===== src/hw/rtl/cpd_pkg.sv =====
// Command packet deframer: shared types and constants.
// Used by the front parser, job queue, back sequencer and top level.
package cpd_pkg;

   localparam int BYTE_W = 8;

   // result kinds
   localparam logic [1:0] KIND_PAYLOAD = 2'd0;
   localparam logic [1:0] KIND_VERDICT = 2'd1;
   localparam logic [1:0] KIND_REPLY   = 2'd2;

   // verdict status
   localparam logic [1:0] STATUS_OK          = 2'd0;
   localparam logic [1:0] STATUS_PKT_ERR     = 2'd1;
   localparam logic [1:0] STATUS_UNSUPPORTED = 2'd2;

   // command index
   localparam logic [1:0] CMD_CALIBRATE     = 2'd0;
   localparam logic [1:0] CMD_ENABLE_BURST  = 2'd1;
   localparam logic [1:0] CMD_DISABLE_BURST = 2'd2;
   localparam logic [1:0] CMD_NONE          = 2'd3;

   // register indexes
   localparam logic [1:0] CSR_SYNC          = 2'd0;
   localparam logic [1:0] CSR_CALIBRATE     = 2'd1;
   localparam logic [1:0] CSR_ENABLE_BURST  = 2'd2;
   localparam logic [1:0] CSR_DISABLE_BURST = 2'd3;

   // reset values of the registers
   localparam logic [BYTE_W-1:0] RST_SYNC          = 8'h00;
   localparam logic [BYTE_W-1:0] RST_CALIBRATE     = 8'h01;
   localparam logic [BYTE_W-1:0] RST_ENABLE_BURST  = 8'h02;
   localparam logic [BYTE_W-1:0] RST_DISABLE_BURST = 8'h03;

   localparam logic [BYTE_W-1:0] REPLY_LEN = 8'h01;

   typedef struct packed {
      logic [BYTE_W-1:0] sync_value;
      logic [BYTE_W-1:0] calibrate_code;
      logic [BYTE_W-1:0] enable_burst_code;
      logic [BYTE_W-1:0] disable_burst_code;
   } cfg_type;

   typedef enum logic [1:0] {
      JOB_PAYLOAD = 2'd0,
      JOB_VERDICT = 2'd1,
      JOB_ERROR   = 2'd2
   } job_kind_type;

   // one unit of work for the back end; byte_value holds the command on errors
   typedef struct packed {
      job_kind_type      kind;
      logic [BYTE_W-1:0] byte_value;
      logic [1:0]        cmd_index;
      logic [1:0]        status;
      logic [BYTE_W-1:0] frame_len;
   } job_type;

   typedef struct packed {
      logic    valid;
      job_type job;
   } push_type;

   typedef struct packed {
      logic full;
      logic empty;
   } q_status_type;

endpackage


===== src/hw/rtl/cpd_ifs.sv =====
// Valid/ready channel interfaces of the command packet deframer.
// No dependencies.
interface cpd_req_if;
   logic       valid;
   logic       ready;
   logic [7:0] rx_byte;

   modport source (output valid, output rx_byte, input ready);
   modport sink (input valid, input rx_byte, output ready);
endinterface

interface cpd_rsp_if;
   logic       valid;
   logic       ready;
   logic [1:0] kind;
   logic [7:0] byte_value;
   logic [1:0] cmd_index;
   logic [1:0] status;
   logic [7:0] frame_len;
   logic       last;

   modport source (output valid, output kind, output byte_value, output cmd_index,
                   output status, output frame_len, output last, input ready);
   modport sink (input valid, input kind, input byte_value, input cmd_index,
                 input status, input frame_len, input last, output ready);
endinterface


===== src/hw/rtl/cpd_front.sv =====
// Front end: accepts received words, tracks frame fields, classifies bytes into jobs.
// Depends on cpd_pkg and cpd_req_if.
module cpd_front (
   input  logic                  clock,
   input  logic                  reset,
   input  cpd_pkg::cfg_type      cfg,
   input  cpd_pkg::q_status_type q_status,
   output cpd_pkg::push_type     push,
   cpd_req_if.sink               req_if
);
   import cpd_pkg::*;

   typedef enum logic [4:0] {
      ST_SYNC    = 5'b00001,
      ST_CMD     = 5'b00010,
      ST_LEN     = 5'b00100,
      ST_PAYLOAD = 5'b01000,
      ST_CHECK   = 5'b10000
   } state_type;

   state_type         state_ff, state_in;
   logic [BYTE_W-1:0] got_sync_ff, got_sync_in;
   logic [BYTE_W-1:0] frame_cmd_ff, frame_cmd_in;
   logic [BYTE_W-1:0] frame_len_ff, frame_len_in;
   logic [BYTE_W-1:0] bytes_left_ff, bytes_left_in;
   logic [BYTE_W-1:0] xor_ff, xor_in;
   logic              accept;
   logic [BYTE_W-1:0] b;

   assign req_if.ready = !q_status.full;
   assign accept       = req_if.valid && req_if.ready;
   assign b            = req_if.rx_byte;

   always_comb begin
      state_in      = state_ff;
      got_sync_in   = got_sync_ff;
      frame_cmd_in  = frame_cmd_ff;
      frame_len_in  = frame_len_ff;
      bytes_left_in = bytes_left_ff;
      xor_in        = xor_ff;
      push.valid           = 1'b0;
      push.job.kind        = JOB_PAYLOAD;
      push.job.byte_value  = b;
      push.job.cmd_index   = CMD_NONE;
      push.job.status      = STATUS_OK;
      push.job.frame_len   = frame_len_ff;
      if (accept) begin
         case (state_ff)
            ST_CMD: begin
               frame_cmd_in = b;
               xor_in       = b;
               state_in     = ST_LEN;
            end
            ST_LEN: begin
               frame_len_in  = b;
               xor_in        = xor_ff ^ b;
               bytes_left_in = b;
               state_in      = (b == '0) ? ST_CHECK : ST_PAYLOAD;
            end
            ST_PAYLOAD: begin
               xor_in        = xor_ff ^ b;
               push.valid    = 1'b1;
               bytes_left_in = bytes_left_ff - 8'd1;
               if (bytes_left_ff == 8'd1) begin
                  state_in = ST_CHECK;
               end
            end
            ST_CHECK: begin
               push.valid          = 1'b1;
               push.job.kind       = JOB_VERDICT;
               push.job.byte_value = frame_cmd_ff;
               if (got_sync_ff != cfg.sync_value || b != xor_ff) begin
                  push.job.kind   = JOB_ERROR;
                  push.job.status = STATUS_PKT_ERR;
               end else if (frame_cmd_ff == cfg.calibrate_code) begin
                  push.job.cmd_index = CMD_CALIBRATE;
               end else if (frame_cmd_ff == cfg.enable_burst_code) begin
                  push.job.cmd_index = CMD_ENABLE_BURST;
               end else if (frame_cmd_ff == cfg.disable_burst_code) begin
                  push.job.cmd_index = CMD_DISABLE_BURST;
               end else begin
                  push.job.status = STATUS_UNSUPPORTED;
               end
               state_in = ST_SYNC;
            end
            default: begin
               got_sync_in = b;
               state_in    = ST_CMD;
            end
         endcase
      end
   end

   always_ff @(posedge clock) begin
      if (reset) begin
         state_ff      <= ST_SYNC;
         got_sync_ff   <= '0;
         frame_cmd_ff  <= '0;
         frame_len_ff  <= '0;
         bytes_left_ff <= '0;
         xor_ff        <= '0;
      end else begin
         state_ff      <= state_in;
         got_sync_ff   <= got_sync_in;
         frame_cmd_ff  <= frame_cmd_in;
         frame_len_ff  <= frame_len_in;
         bytes_left_ff <= bytes_left_in;
         xor_ff        <= xor_in;
      end
   end

   a_payload_left: assert property (@(posedge clock) disable iff (reset)
      state_ff == ST_PAYLOAD |-> bytes_left_ff != '0)
      else $error("payload state with no bytes left");

   a_push_accept: assert property (@(posedge clock) disable iff (reset)
      push.valid |-> accept)
      else $error("job pushed without an accepted word");

   a_check_after: assert property (@(posedge clock) disable iff (reset)
      accept && state_ff == ST_CHECK |=> state_ff == ST_SYNC)
      else $error("frame end did not return to sync");

endmodule


===== src/hw/rtl/cpd_queue.sv =====
// Job queue between front end and back end.
// Depends on cpd_pkg.
module cpd_queue #(
   parameter int DEPTH = 4
) (
   input  logic                  clock,
   input  logic                  reset,
   input  cpd_pkg::push_type     push,
   input  logic                  pop,
   output cpd_pkg::job_type      head,
   output cpd_pkg::q_status_type status
);
   import cpd_pkg::*;

   localparam int PTR_W = (DEPTH > 1) ? $clog2(DEPTH) : 1;
   localparam int CNT_W = $clog2(DEPTH + 1);
   localparam logic [PTR_W-1:0] PTR_LAST = PTR_W'(DEPTH - 1);
   localparam logic [CNT_W-1:0] CNT_FULL = CNT_W'(DEPTH);

   job_type          mem [DEPTH];
   logic [PTR_W-1:0] wr_ptr_ff, wr_ptr_in;
   logic [PTR_W-1:0] rd_ptr_ff, rd_ptr_in;
   logic [CNT_W-1:0] count_ff, count_in;

   assign status.full  = (count_ff == CNT_FULL);
   assign status.empty = (count_ff == '0);
   assign head         = mem[rd_ptr_ff];

   always_comb begin
      wr_ptr_in = wr_ptr_ff;
      rd_ptr_in = rd_ptr_ff;
      count_in  = count_ff;
      if (push.valid) begin
         wr_ptr_in = (wr_ptr_ff == PTR_LAST) ? '0 : wr_ptr_ff + 1'b1;
      end
      if (pop) begin
         rd_ptr_in = (rd_ptr_ff == PTR_LAST) ? '0 : rd_ptr_ff + 1'b1;
      end
      case ({push.valid, pop})
         2'b10:   count_in = count_ff + 1'b1;
         2'b01:   count_in = count_ff - 1'b1;
         default: count_in = count_ff;
      endcase
   end

   always_ff @(posedge clock) begin
      if (push.valid) begin
         mem[wr_ptr_ff] <= push.job;
      end
   end

   always_ff @(posedge clock) begin
      if (reset) begin
         wr_ptr_ff <= '0;
         rd_ptr_ff <= '0;
         count_ff  <= '0;
      end else begin
         wr_ptr_ff <= wr_ptr_in;
         rd_ptr_ff <= rd_ptr_in;
         count_ff  <= count_in;
      end
   end

   a_no_overflow: assert property (@(posedge clock) disable iff (reset)
      push.valid |-> !status.full)
      else $error("push into full queue");

   a_no_underflow: assert property (@(posedge clock) disable iff (reset)
      pop |-> !status.empty)
      else $error("pop from empty queue");

   a_count_range: assert property (@(posedge clock) disable iff (reset)
      count_ff <= CNT_FULL)
      else $error("queue count out of range");

endmodule


===== src/hw/rtl/cpd_back.sv =====
// Back end: expands jobs into result words, including the error reply frame.
// Depends on cpd_pkg and cpd_rsp_if.
module cpd_back (
   input  logic                  clock,
   input  logic                  reset,
   input  cpd_pkg::cfg_type      cfg,
   input  cpd_pkg::job_type      head,
   input  cpd_pkg::q_status_type q_status,
   output logic                  pop,
   cpd_rsp_if.source             rsp_if
);
   import cpd_pkg::*;

   localparam logic [2:0] STEP_SYNC   = 3'd1;
   localparam logic [2:0] STEP_CMD    = 3'd2;
   localparam logic [2:0] STEP_LEN    = 3'd3;
   localparam logic [2:0] STEP_STATUS = 3'd4;
   localparam logic [2:0] STEP_CHECK  = 3'd5;

   logic              busy_ff, busy_in;
   logic [2:0]        step_ff, step_in;
   logic [BYTE_W-1:0] cmd_ff, cmd_in;
   logic [BYTE_W-1:0] len_ff, len_in;
   logic              valid_ff, valid_in;
   logic [1:0]        kind_ff, kind_in;
   logic [BYTE_W-1:0] byte_ff, byte_in;
   logic [1:0]        idx_ff, idx_in;
   logic [1:0]        status_ff, status_in;
   logic [BYTE_W-1:0] flen_ff, flen_in;
   logic              last_ff, last_in;
   logic              load;
   logic [BYTE_W-1:0] reply_ck;

   assign load     = !valid_ff || rsp_if.ready;
   assign pop      = load && !busy_ff && !q_status.empty;
   assign reply_ck = cmd_ff ^ REPLY_LEN ^ {6'd0, STATUS_PKT_ERR};

   always_comb begin
      busy_in   = busy_ff;
      step_in   = step_ff;
      cmd_in    = cmd_ff;
      len_in    = len_ff;
      valid_in  = valid_ff;
      kind_in   = kind_ff;
      byte_in   = byte_ff;
      idx_in    = idx_ff;
      status_in = status_ff;
      flen_in   = flen_ff;
      last_in   = last_ff;
      if (load) begin
         valid_in = busy_ff || !q_status.empty;
         if (busy_ff) begin
            kind_in   = KIND_REPLY;
            idx_in    = CMD_NONE;
            status_in = STATUS_OK;
            flen_in   = len_ff;
            last_in   = (step_ff == STEP_CHECK);
            step_in   = step_ff + 3'd1;
            busy_in   = (step_ff != STEP_CHECK);
            case (step_ff)
               STEP_SYNC:   byte_in = cfg.sync_value;
               STEP_CMD:    byte_in = cmd_ff;
               STEP_LEN:    byte_in = REPLY_LEN;
               STEP_STATUS: byte_in = {6'd0, STATUS_PKT_ERR};
               default:     byte_in = reply_ck;
            endcase
         end else if (!q_status.empty) begin
            idx_in    = head.cmd_index;
            status_in = head.status;
            flen_in   = head.frame_len;
            case (head.kind)
               JOB_PAYLOAD: begin
                  kind_in = KIND_PAYLOAD;
                  byte_in = head.byte_value;
                  last_in = 1'b1;
               end
               JOB_ERROR: begin
                  kind_in = KIND_VERDICT;
                  byte_in = '0;
                  last_in = 1'b0;
                  busy_in = 1'b1;
                  step_in = STEP_SYNC;
                  cmd_in  = head.byte_value;
                  len_in  = head.frame_len;
               end
               default: begin
                  kind_in = KIND_VERDICT;
                  byte_in = '0;
                  last_in = 1'b1;
               end
            endcase
         end
      end
   end

   always_ff @(posedge clock) begin
      if (reset) begin
         busy_ff  <= 1'b0;
         step_ff  <= '0;
         valid_ff <= 1'b0;
      end else begin
         busy_ff  <= busy_in;
         step_ff  <= step_in;
         valid_ff <= valid_in;
      end
   end

   always_ff @(posedge clock) begin
      cmd_ff    <= cmd_in;
      len_ff    <= len_in;
      kind_ff   <= kind_in;
      byte_ff   <= byte_in;
      idx_ff    <= idx_in;
      status_ff <= status_in;
      flen_ff   <= flen_in;
      last_ff   <= last_in;
   end

   assign rsp_if.valid      = valid_ff;
   assign rsp_if.kind       = kind_ff;
   assign rsp_if.byte_value = byte_ff;
   assign rsp_if.cmd_index  = idx_ff;
   assign rsp_if.status     = status_ff;
   assign rsp_if.frame_len  = flen_ff;
   assign rsp_if.last       = last_ff;

   a_busy_no_pop: assert property (@(posedge clock) disable iff (reset)
      busy_ff |-> !pop)
      else $error("job popped during reply frame");

   a_step_range: assert property (@(posedge clock) disable iff (reset)
      busy_ff |-> step_ff >= STEP_SYNC && step_ff <= STEP_CHECK)
      else $error("reply step out of range");

   a_error_verdict_not_last: assert property (@(posedge clock) disable iff (reset)
      valid_ff && kind_ff == KIND_VERDICT && status_ff == STATUS_PKT_ERR |-> !last_ff && busy_ff)
      else $error("error verdict without reply frame");

   a_reply_busy: assert property (@(posedge clock) disable iff (reset)
      valid_ff && kind_ff == KIND_REPLY && !last_ff |-> busy_ff)
      else $error("reply frame cut short");

endmodule


===== src/hw/rtl/command_packet_deframer.sv =====
// Command packet deframer top level: registers, front end, job queue, back end.
// Throughput: one input word per cycle while the job queue is not full, and one result
// word per cycle while rsp_if.ready is high; an error frame yields 6 result words,
// absorbed by the QUEUE_DEPTH-entry job queue.
// Reset: synchronous, active high; parser returns to sync wait, registers to defaults.
// Depends on cpd_pkg, cpd_ifs, cpd_front, cpd_queue, cpd_back.
module command_packet_deframer #(
   parameter int QUEUE_DEPTH = 4
) (
   input  logic       clock,
   input  logic       reset,
   input  logic       csr_write_en,
   input  logic [1:0] csr_index,
   input  logic [7:0] csr_write_data,
   cpd_req_if.sink    req_if,
   cpd_rsp_if.source  rsp_if
);
   import cpd_pkg::*;

   cfg_type      cfg_ff, cfg_in;
   push_type     push;
   job_type      head;
   q_status_type q_status;
   logic         pop;

   always_comb begin
      cfg_in = cfg_ff;
      if (csr_write_en) begin
         case (csr_index)
            CSR_SYNC:          cfg_in.sync_value         = csr_write_data;
            CSR_CALIBRATE:     cfg_in.calibrate_code     = csr_write_data;
            CSR_ENABLE_BURST:  cfg_in.enable_burst_code  = csr_write_data;
            CSR_DISABLE_BURST: cfg_in.disable_burst_code = csr_write_data;
            default:           cfg_in = cfg_ff;
         endcase
      end
   end

   always_ff @(posedge clock) begin
      if (reset) begin
         cfg_ff.sync_value         <= RST_SYNC;
         cfg_ff.calibrate_code     <= RST_CALIBRATE;
         cfg_ff.enable_burst_code  <= RST_ENABLE_BURST;
         cfg_ff.disable_burst_code <= RST_DISABLE_BURST;
      end else begin
         cfg_ff <= cfg_in;
      end
   end

   cpd_front u_front (
      .clock    (clock),
      .reset    (reset),
      .cfg      (cfg_ff),
      .q_status (q_status),
      .push     (push),
      .req_if   (req_if)
   );

   cpd_queue #(
      .DEPTH (QUEUE_DEPTH)
   ) u_queue (
      .clock  (clock),
      .reset  (reset),
      .push   (push),
      .pop    (pop),
      .head   (head),
      .status (q_status)
   );

   cpd_back u_back (
      .clock    (clock),
      .reset    (reset),
      .cfg      (cfg_ff),
      .head     (head),
      .q_status (q_status),
      .pop      (pop),
      .rsp_if   (rsp_if)
   );

endmodule

===== src/flat_wrapper.sv =====
// flat-port wrapper written by rule: the top's interface ports become plain ports
module command_packet_deframer_flat import cpd_pkg::*;
#(
   parameter int QUEUE_DEPTH = 4
)
  (clock, reset, csr_write_en, csr_index, csr_write_data, req_if_valid, req_if_rx_byte, req_if_ready, rsp_if_valid, rsp_if_kind, rsp_if_byte_value, rsp_if_cmd_index, rsp_if_status, rsp_if_frame_len, rsp_if_last, rsp_if_ready);
  cpd_req_if req_if_i ();
  cpd_rsp_if rsp_if_i ();
  input  logic clock;
  input  logic reset;
  input  logic csr_write_en;
  input  logic [1:0] csr_index;
  input  logic [7:0] csr_write_data;
  input wire logic [$bits(req_if_i.valid)-1:0] req_if_valid;
  input wire logic [$bits(req_if_i.rx_byte)-1:0] req_if_rx_byte;
  output wire logic [$bits(req_if_i.ready)-1:0] req_if_ready;
  output wire logic [$bits(rsp_if_i.valid)-1:0] rsp_if_valid;
  output wire logic [$bits(rsp_if_i.kind)-1:0] rsp_if_kind;
  output wire logic [$bits(rsp_if_i.byte_value)-1:0] rsp_if_byte_value;
  output wire logic [$bits(rsp_if_i.cmd_index)-1:0] rsp_if_cmd_index;
  output wire logic [$bits(rsp_if_i.status)-1:0] rsp_if_status;
  output wire logic [$bits(rsp_if_i.frame_len)-1:0] rsp_if_frame_len;
  output wire logic [$bits(rsp_if_i.last)-1:0] rsp_if_last;
  input wire logic [$bits(rsp_if_i.ready)-1:0] rsp_if_ready;
  assign req_if_i.valid = req_if_valid;
  assign req_if_i.rx_byte = req_if_rx_byte;
  assign req_if_ready = req_if_i.ready;
  assign rsp_if_valid = rsp_if_i.valid;
  assign rsp_if_kind = rsp_if_i.kind;
  assign rsp_if_byte_value = rsp_if_i.byte_value;
  assign rsp_if_cmd_index = rsp_if_i.cmd_index;
  assign rsp_if_status = rsp_if_i.status;
  assign rsp_if_frame_len = rsp_if_i.frame_len;
  assign rsp_if_last = rsp_if_i.last;
  assign rsp_if_i.ready = rsp_if_ready;
  command_packet_deframer #(.QUEUE_DEPTH(QUEUE_DEPTH)) u_core (.clock(clock), .reset(reset), .csr_write_en(csr_write_en), .csr_index(csr_index), .csr_write_data(csr_write_data), .req_if(req_if_i), .rsp_if(rsp_if_i));
endmodule

===== config.mk =====
export PLATFORM = sky130hd
export DESIGN_NAME = command_packet_deframer_flat
export DESIGN_NICKNAME = d
export VERILOG_FILES = /design/src/hw/rtl/cpd_pkg.sv /design/src/hw/rtl/cpd_ifs.sv /design/src/hw/rtl/cpd_front.sv /design/src/hw/rtl/cpd_queue.sv /design/src/hw/rtl/cpd_back.sv /design/src/hw/rtl/command_packet_deframer.sv /design/src/flat_wrapper.sv
export SDC_FILE = /design/constraint.sdc
export NUM_CORES = 1
export LEC_CHECK = 0
export BUFFER_PORTS_ARGS = -buffer_cell sky130_fd_sc_hd__buf_2
export CAP_MARGIN = 20
export CORE_MARGIN = 2
export CORE_UTILIZATION = 60
export DETAILED_ROUTE_END_ITERATION = 10
export GPL_ROUTABILITY_DRIVEN = 0
export GPL_TIMING_DRIVEN = 0
export PLACE_DENSITY = 0.78
export SKIP_CTS_REPAIR_TIMING = 1
export SLEW_MARGIN = 5
export SYNTH_ARGS = -nofsm -noshare
export SYNTH_HDL_FRONTEND = slang
export SYNTH_SLANG_ARGS = --single-unit
export TNS_END_PERCENT = 20

===== constraint.sdc =====
create_clock -name clock -period 7.3 [get_ports clock]
set_clock_uncertainty 0.15 [all_clocks]
set_input_delay 0 -clock clock [delete_from_list [all_inputs] [get_ports clock]]
set_output_delay 0 -clock clock [all_outputs]
set_load 0.01 [all_outputs]

; ---- Word-level counts from Yosys, hierarchy flattened
; Memory sizes are Yosys's and may differ from the RTL's. A register that Yosys moved wholly into a read port is not among the register bits.
; Cells that the tools add are included.
[word_totals]
register_bits = 128
latch_bits = 0
ram_bits = 88
mem_bits_ro = 0
inputBits = 23
out_inout_bits = 25
wordCells = 139
n_memories = 1
[classes]
n_addsub = 6
multipliers = 0
div = 0
n_lt_le_gt_ge = 0
n_eq_ne = 26
shift = 0
n_mux = 43
n_bitwise = 4
reduce_logical = 35
[mem_list]
columns = name, words, width, read_ports, rd_clocked_by_memory_dff, wr, line_no
row1 = u_core.u_queue.mem, 4, 22, 1, 1, 1, cpd_queue.sv:20  ; job_type mem [DEPTH];
[ops]
columns = operator, count
row1 = $pmux W8 S2, 3
row2 = $mux W8, 5
row3 = $mux W2, 15
row4 = $eq A8 B8 Y1, 3
row5 = $reduce_and A2 Y1, 11
row6 = $pmux W5 S4, 1
row7 = $ne A8 B8 Y1, 2
row8 = $mux W15, 1
row9 = $mux W14, 1
row10 = $eq A2 B2 Y1 const B, 6
row11 = $mux W1, 11
row12 = $mux W5, 2
row13 = $eq A3 B3 Y1 const B, 3
row14 = $mux W3, 3
row15 = $eq A8 B1 Y1 const B, 1
row16 = $logic_not A8 Y1, 1
row17 = $reduce_bool A2 Y1, 4
row18 = $sub A8 B1 Y8 const B, 1
row19 = $xor A8 B8 Y8, 1
row20 = $add A3 B1 Y3 const B, 2
row21 = $pmux W3 S2, 1
row22 = $reduce_or A2 Y1, 3
row23 = $eq A5 B2 Y1 const B, 1
row24 = $eq A5 B3 Y1 const B, 1
row25 = 19 further kinds, 31

; ---- Longest topological paths before layout
; Gate-level depths: netlist of run 1.
[depth]
ltp_word = 9
depth_mapped = 11
ltp_nobuf = 11

; ---- By module
; Synthesis of run 1 repeated with hierarchy kept, for this count alone.
[unflattened]
hier_cells = 705
hier_area_um2 = 9457.8
[by_module_without_submodules]
columns = mod, instances, cells_per_inst, area_each_um2, seq_area_each_um2
row1 = cpd_queue, 1, 162, 3626.0, 2822.7
row2 = cpd_front, 1, 311, 2731.4, 900.9
row3 = cpd_back, 1, 113, 1816.7, 1271.2
row4 = command_packet_deframer, 1, 119, 1283.7, 640.6

; ---- Worst setup path before layout of run 1
; OpenSTA, ideal clock, no wires.
[synth_timing]
path_type = flip-flop to flip-flop
from = reg u_core.u_queue.count_ff[0]
to = reg u_core.u_queue.count_ff[2]
t_arrival_ps = 2357
t_required_ps = 7080
slack_ps = 4723
stages_incl_launch_ff = 12
n_path_buf = 0
synth_period_minus_slack_ps = 2577
path_cell_list = dfxtp_1 nor3b_2 clkinv_2 nand2_4 nor3_1 inv_1 ha_1 inv_1 fa_1 xor2_1 or3_1 a21oi_1
[synth_via]
elab_chain_len = 6
word_cells_on_any_way = 13
[synth_lines]
columns = item, line_no
row1 = from (decl), cpd_queue.sv:23  ; logic [CNT_W-1:0] count_ff, count_in;
row2 = from (signal assigned), cpd_queue.sv:60  ; count_ff <= count_in;
row3 = $eq A3 B3 Y1 *, cpd_queue.sv:25  ; assign status.full = (count_ff == CNT_FULL);
row4 = $logic_not A1 Y1 *, cpd_front.sv:30  ; assign req_if.ready = !q_status.full;
row5 = via req_if_ready, flat_wrapper.sv:16  ; output wire logic [$bits(req_if_i.ready)-1:0] req_if_ready;
row6 = $logic_and A1 B1 Y1 *, cpd_front.sv:31  ; assign accept = req_if.valid && req_if.ready;
row7 = $mux W15 *, cpd_front.sv:47  ; if (accept) begin
row8 = $eq A2 B1 Y1 / $eq A2 B2 Y1 (equally long branches), cpd_queue.sv:39  ; case ({push.valid, pop})
row9 = $pmux W3 S2 / $reduce_bool A2 Y1 (equally long branches), -
; The timed path passes the listed nets; every way through them passes the cells marked *.
; A chain may end at the register's enable or synchronous reset.

; ---- Worst setup path in the final report of run 1
[layout_timing]
from = reg u_core.u_queue.count_ff[2]
to = reg u_core.u_queue.count_ff[2]
[layout_via]
elab_chain_len = 6
word_cells_on_any_way = 13
[layout_lines]
columns = item, line_no
row1 = $eq A3 B3 Y1, cpd_queue.sv:25
row2 = $logic_not A1 Y1, cpd_front.sv:30
row3 = $logic_and A1 B1 Y1, cpd_front.sv:31
row4 = $mux W15, cpd_front.sv:47
row5 = $eq A2 B1 Y1 / $eq A2 B2 Y1 (equally long branches), cpd_queue.sv:39
row6 = $pmux W3 S2 / $reduce_bool A2 Y1 (equally long branches), -
; Several ways; a longest one is shown, not always the timed one.

==> run metrics, run 1 <==
Detail Route Antenna Nets=0; IO buf count=38; max-slew violation count=0; Crit path required time=about 7.6 ns; slowest CP cell=nor3b_2; fill count=a little under 1,000; DRC viols=0; Final Cycle Share=0.433; starting density of the core=0.608; synth-to-layout area growth=15.6%; critical-path cell list=nor3b_2, clkinv_2, nand2_4, nor3_1, inv_1, ha_1, inv_1, fa_1, xor2_1, or3_1, a21oi_1; fmax=316 MHz; Hold Path Stages=4; Die ar.=16,200 um2; CTS tree=built; hold crit path type=in -> reg; met2 Use GR=0.421; Leak=~3.8 nW; Worst VDD drop=between 0.2 and 0.25 mV; relative max-transition margin=0.265; largest net degree at the start of global routing=22; die height=~130 um; M3 GR Usage=0.0410; DR pass1 iterations=7; Worst Setup End Kind=flop; Rows=between 40 and 50; CTS max path bufs=3; Final HPWL DP=approximately 14 mm; worst-skew pair later-pin latency=approximately 0.49 ns; Final Hold Vio Count=4; first-pass GRT wire length=around 32 mm; GRT overflow=0; dominant synthesized flop cell=edfxtp_1; critical path depth=11; failing checks=hold timing; synth unique cells=55; Routed WL per cell=roughly 20 um; H-Tree Depth=1; CP arrival=3.42 ns; core area=approximately 15,000 um2; Setup violations, final=0; post-synthesis register bit count=~210; Antenna Cells=0; Setup Crit Path Kind=reg -> reg; I/O pin cnt=48; Setup crit start=u_core.u_queue.count_ff[2]; GRT met1 Usage=0.337; DRT iter0 DRCs=~560; Mapped Cells=760; Root Buffer=clkbuf_16; synthesized cell area=9140 um2; internal reg-to-reg setup slack=approximately 4.1 ns; final WL=between 20 and 25 mm; Pwr Density=317 nW/um2; Crit path max-delay family=simple AND/OR/NAND/NOR gates; Syn Area/Cell=12.0 um2; Worst Path Buf+Inv=3; depth of the worst register-to-register path=11; Inserted Clock Buffers=22; initial antenna violation count=0; max_cap viols=0; Seq/Total Area, Yosys=0.604; CP most frequent cell=inv_1; Syn. warnings=0; status=finished, violations left; Most Used Layer, Global Route=met2; clk sinks=~210; async set-or-reset flop fraction in the synthesized netlist=0; WHS=-0.0397 ns; vias=approximately 6,400; Final Critical Period=around 3.2 ns; RR Startpoint=u_core.u_queue.count_ff[2]; EDFF count, synth=around 120; clock slew at reported path FFs=around 0.06 ns; RSZ-0062 raised after global routing=false; Nets=887; Crit path largest cell delay=approximately 0.57 ns; Vias/cell=6.01; min-delay src=reset; share of layout cells above drive strength 1=0.152; Post-Layout Cell Count=approximately 1,100; Core Util, Final=0.703; placed cell area=around 9600 um2; final instance area=between 10,000 and 15,000 um2; Synthesized Nets=just under 800; number of global-route vias before repair=between 6,000 and 7,000; Critical Path Source Type=flop; Worst-Margin Slew=between 1 and 1.5 ns; Crit Path Max Fanout=9; Fin Setup TNS=0 ns; Die Wd=127 um; most common cell after layout, fill and taps aside=edfxtp_1; Tot GR Track Use=0.251; placed cells=987; commonest non-fill, non-tap cells in the layout=123 x edfxtp_1, 104 x nand2_1, 91 x dfxtp_1
where the power goes:
group	internal (mW)	switching (mW)	leakage, nW
registers	1.47	0.0564	1.92
clock network	0.598	0.441	0.331
logic	0.320	0.460	1.50
total	2.39	0.957	3.76
worst reg2reg max path, delay by kind of cell (launching register included):
family	cells	cell delay, ns
buffers and inverters	3	0.36
flip-flops	1	0.40
XOR/XNOR	1	0.16
AND/OR/NAND/NOR	4	1.21
AO/OA/AOI/OAI	1	0.17
adder cells (fa/ha/maj)	2	0.61
worst paths after layout:
kind,end
max reg2reg,u_core.u_queue.count_ff[2]
min,u_core.u_front.bytes_left_ff[6]
min reg2reg,u_core.u_back.rsp_if.kind[1]
max,u_core.u_queue.count_ff[2]
layout make-up:
class	count	area (um2)	share of cell area
Sequential cell	214	5520	0.522
Multi-Input combinational cell	478	3330	0.315
Clock buffer	32	629	0.0596
Timing Repair Buffer	68	518	0.0490
Tap cell	188	235	0.0223
Buffer	47	213	0.0201
Inverter	21	80.1	0.00758
Clock inverter	8	40.0	0.00379
stage by stage:
step	total power, mW	setup WS, ns
2_1_floorplan	2.08	4.72
3_3_place_gp	2.26	4.40
3_5_place_dp	2.32	4.22
4_1_cts	3.35	4.18
5_1_grt	3.50	4.00
6_report	3.35	4.14
cells in the mapped netlist, types with 13 or more instances:
library cell | number | area (um2)
xnor2_1 | 33 | 289
nor2_1 | 65 | 244
mux4_2 | 21 | 473
mux2i_1 | 31 | 310
clkbuf_1 | 31 | 116
xor2_1 | 13 | 114
edfxtp_1 | 123 | 3690
a21oi_1 | 37 | 185
dfxtp_1 | 91 | 1820
o21ai_0 | 24 | 120
nand2_1 | 104 | 390
inv_1 | 20 | 75.1
state kept, by name, summed over array words and instances, names as in the netlist, named ones only:
| signal | flops |
|---|---|
| u_core.u_back.rsp_if.frame_len | 8 |
| u_core.u_front.frame_len_ff | 8 |
| u_core.u_queue.wr_ptr_ff | 2 |
| u_core.u_front.xor_ff | 8 |
| u_core.u_front.frame_cmd_ff | 8 |
| u_core.u_queue.rd_ptr_ff | 2 |
| u_core.cfg_ff | 32 |
| u_core.u_back.rsp_if.status | 2 |
| u_core.u_back.cmd_ff | 8 |
| u_core.u_front.got_sync_ff | 8 |
| u_core.u_front.state_ff | 5 |
| u_core.u_back.busy_ff | 1 |
| u_core.u_back.rsp_if.byte_value | 8 |
| u_core.u_back.rsp_if.valid | 1 |
| u_core.u_queue.mem | 84 |
| u_core.u_back.rsp_if.last | 1 |
| u_core.u_back.len_ff | 8 |
| u_core.u_back.rsp_if.kind | 2 |
| u_core.u_back.step_ff | 3 |
| u_core.u_back.rsp_if.cmd_index | 2 |
| u_core.u_queue.count_ff | 3 |
| u_core.u_front.bytes_left_ff | 8 |
layer usage:
metal / share of wire / vias to the layer above
li1: - / 2926
met1: 0.41 / 3089
met2: 0.49 / 287
met3: 0.079 / 48
met4: 0.023 / 0
met5: 0 / -
kinds of logic after synthesis:
logic type               Yosys count  share of synthesized area
flip-flops                       214                      0.604
XOR/XNOR                          46                     0.0441
adder cells (fa/ha/maj)           12                     0.0173
multiplexers                      61                     0.0968
AND/OR/NAND/NOR                  241                      0.120
AO/OA/AOI/OAI                    118                     0.0864
buffers and inverters             68                     0.0320
Note: power is estimated with default switching activity, not from simulation.
==> inputs of run 2 (changes only) <==
clock period = 2.99 ns   (was 7.3 ns; I/O delays follow)
==> run metrics, run 2 (synthesis gave the netlist of run 1 again) <==
Nets=between 800 and 900; Setup Crit Path Kind=reg -> reg; clk sinks=approximately 210; Leak=3.77 nW; CTS max path bufs=3; Final HPWL DP=13.6 mm; Largest Register=u_core.u_queue.mem; RR Startpoint=u_core.u_back.busy_ff; fmax=345 MHz; most common cell after layout, fill and taps aside=edfxtp_1; Critical Path Source Type=flop; synth-to-layout area growth=15.8%; Core Util, Final=0.704; Setup violations, final=0; Final Hold Vio Count=5; Inserted Clock Buffers=22; max-slew violation count=0; GRT overflow=0; depth of the worst register-to-register path=8; relative max-transition margin=0.474; Worst VDD drop=0.499 mV; Crit path required time=between 3 and 4 ns; worst-skew pair later-pin latency=0.49 ns; number of global-route vias before repair=approximately 6,000; CP arrival=3.15 ns; Pwr Density=approximately 770 nW/um2; Crit Path Max Fanout=10; final worst slack=0.0902 ns; core area=~15,000 um2; DR pass1 iterations=8; final WL=20.8 mm; Vias/cell=approximately 6; initial antenna violation count=0; CTS tree=built; failing checks=hold timing; Die Wd=127 um; Tot GR Track Use=0.251; commonest non-fill, non-tap cells in the layout=123 x edfxtp_1, 104 x nand2_1, 88 x dfxtp_1; Antenna Cells=0; Root Buffer=clkbuf_16; vias=between 6,000 and 7,000; WHS=-0.0466 ns; Worst-Margin Slew=slightly below 0.8 ns; Final Critical Period=approximately 2.9 ns; largest net degree at the start of global routing=22; Setup crit start=u_core.u_back.busy_ff; Rows=45; RR Endpoint=u_core.u_queue.count_ff[2]; hold crit path type=in -> reg; DRT iter0 DRCs=approximately 630; die height=between 100 and 150 um; Detail Route Antenna Nets=0; status=finished, violations left; Worst Setup End Kind=flop; max_cap viols=0; clock slew at reported path FFs=0.06 ns; H-Tree Depth=1; crit path capture=u_core.u_queue.count_ff[2]; Overall Power=just over 8 mW; DRC viols=0; Final Cycle Share=0.970; Die ar.=16,200 um2; IO buf count=38; dpl ws=-0.0907 ns; I/O pin cnt=between 40 and 50; first-pass GRT wire length=~32 mm; max FFs per register=84; starting density of the core=0.608; RSZ-0062 raised after global routing=false; placed cells=around 990; Post-Layout Cell Count=1,055; Routed WL per cell=19.7 um; share of layout cells above drive strength 1=0.159; Top Registers=u_core.u_queue.mem (84), u_core.cfg_ff (32); internal reg-to-reg setup slack=between 0.09 and 0.1 ns
run 2: cell types whose count changed in the layout (fill, tap and decap cells not counted):
cell	previous run	this run
dfxtp_1	91	88
and2_1	6	4
and2_2	0	2
dfxtp_2	0	2
dfxtp_4	0	1
dlygate4sd3_1	27	26
nand2_4	1	0
nand2_8	0	1
nor3_1	5	4
nor3_2	1	2
nor3b_2	1	0
nor3b_4	0	1
run 2: final cells by class:
class / instances / area [um2]
multi-input combinational: 478 / 3350
tap: 188 / 235
buffer: 47 / 213
inverter: 21 / 80.1
sequential: 214 / 5520
fill: 985 / 4450
clock buffer: 32 / 629
timing repair buffer: 67 / 508
clock inverter: 8 / 40.0
run 2: how the worst min path moves through the flow:
stage / start / endpoint / cells past startpoint
floorplan: csr_write_data[0] / u_core.cfg_ff[0] / 2
global placement: csr_write_data[4] / u_core.cfg_ff[20] / 3
detailed placement: csr_write_data[4] / u_core.cfg_ff[12] / 3
CTS: csr_write_data[4] / u_core.cfg_ff[20] / 3
global route: reset / u_core.u_front.bytes_left_ff[6] / 4
finish: reset / u_core.u_front.bytes_left_ff[6] / 4
run 2: where the power goes:
part / leakage (nW) / internal, mW / switching, mW / total, mW
registers: 1.92 / 3.60 / 0.143 / 3.74
clock network: 0.331 / 1.46 / 1.08 / 2.54
logic: 1.51 / 0.788 / 1.13 / 1.91
total: 3.77 / 5.85 / 2.34 / 8.19
run 2: metal layers:
| metal | part of all wire | up-vias | GRT usage | wire (um) |
|---|---|---|---|---|
| li1 | - | 2915 | - | - |
| met1 | 0.41 | 3073 | 0.337 | 8440 |
| met2 | 0.49 | 283 | 0.421 | 10200 |
| met3 | 0.078 | 40 | 0.0410 | 1630 |
| met4 | 0.022 | 0 | 0.0808 | 447 |
| met5 | 0 | - | 0 | 0 |
run 2: per-stage QoR:
stage | instance area, um2 | setup TNS (ns)
floorplan | 9140 | 0
global placement | 9560 | 0
detailed placement | 9580 | -0.299
CTS | 10200 | -0.317
global route | 10600 | 0
finish | 10600 | 0
run 2: worst max-delay path, cell delays in order (launching register included):
cell and delay [ns]:
dfxtp_1 0.31, clkbuf_1 0.22, nor3_1 0.68, ha_1 0.30, inv_1 0.07, fa_1 0.43, xor2_1 0.16, or3_1 0.31
a21oi_1 0.17
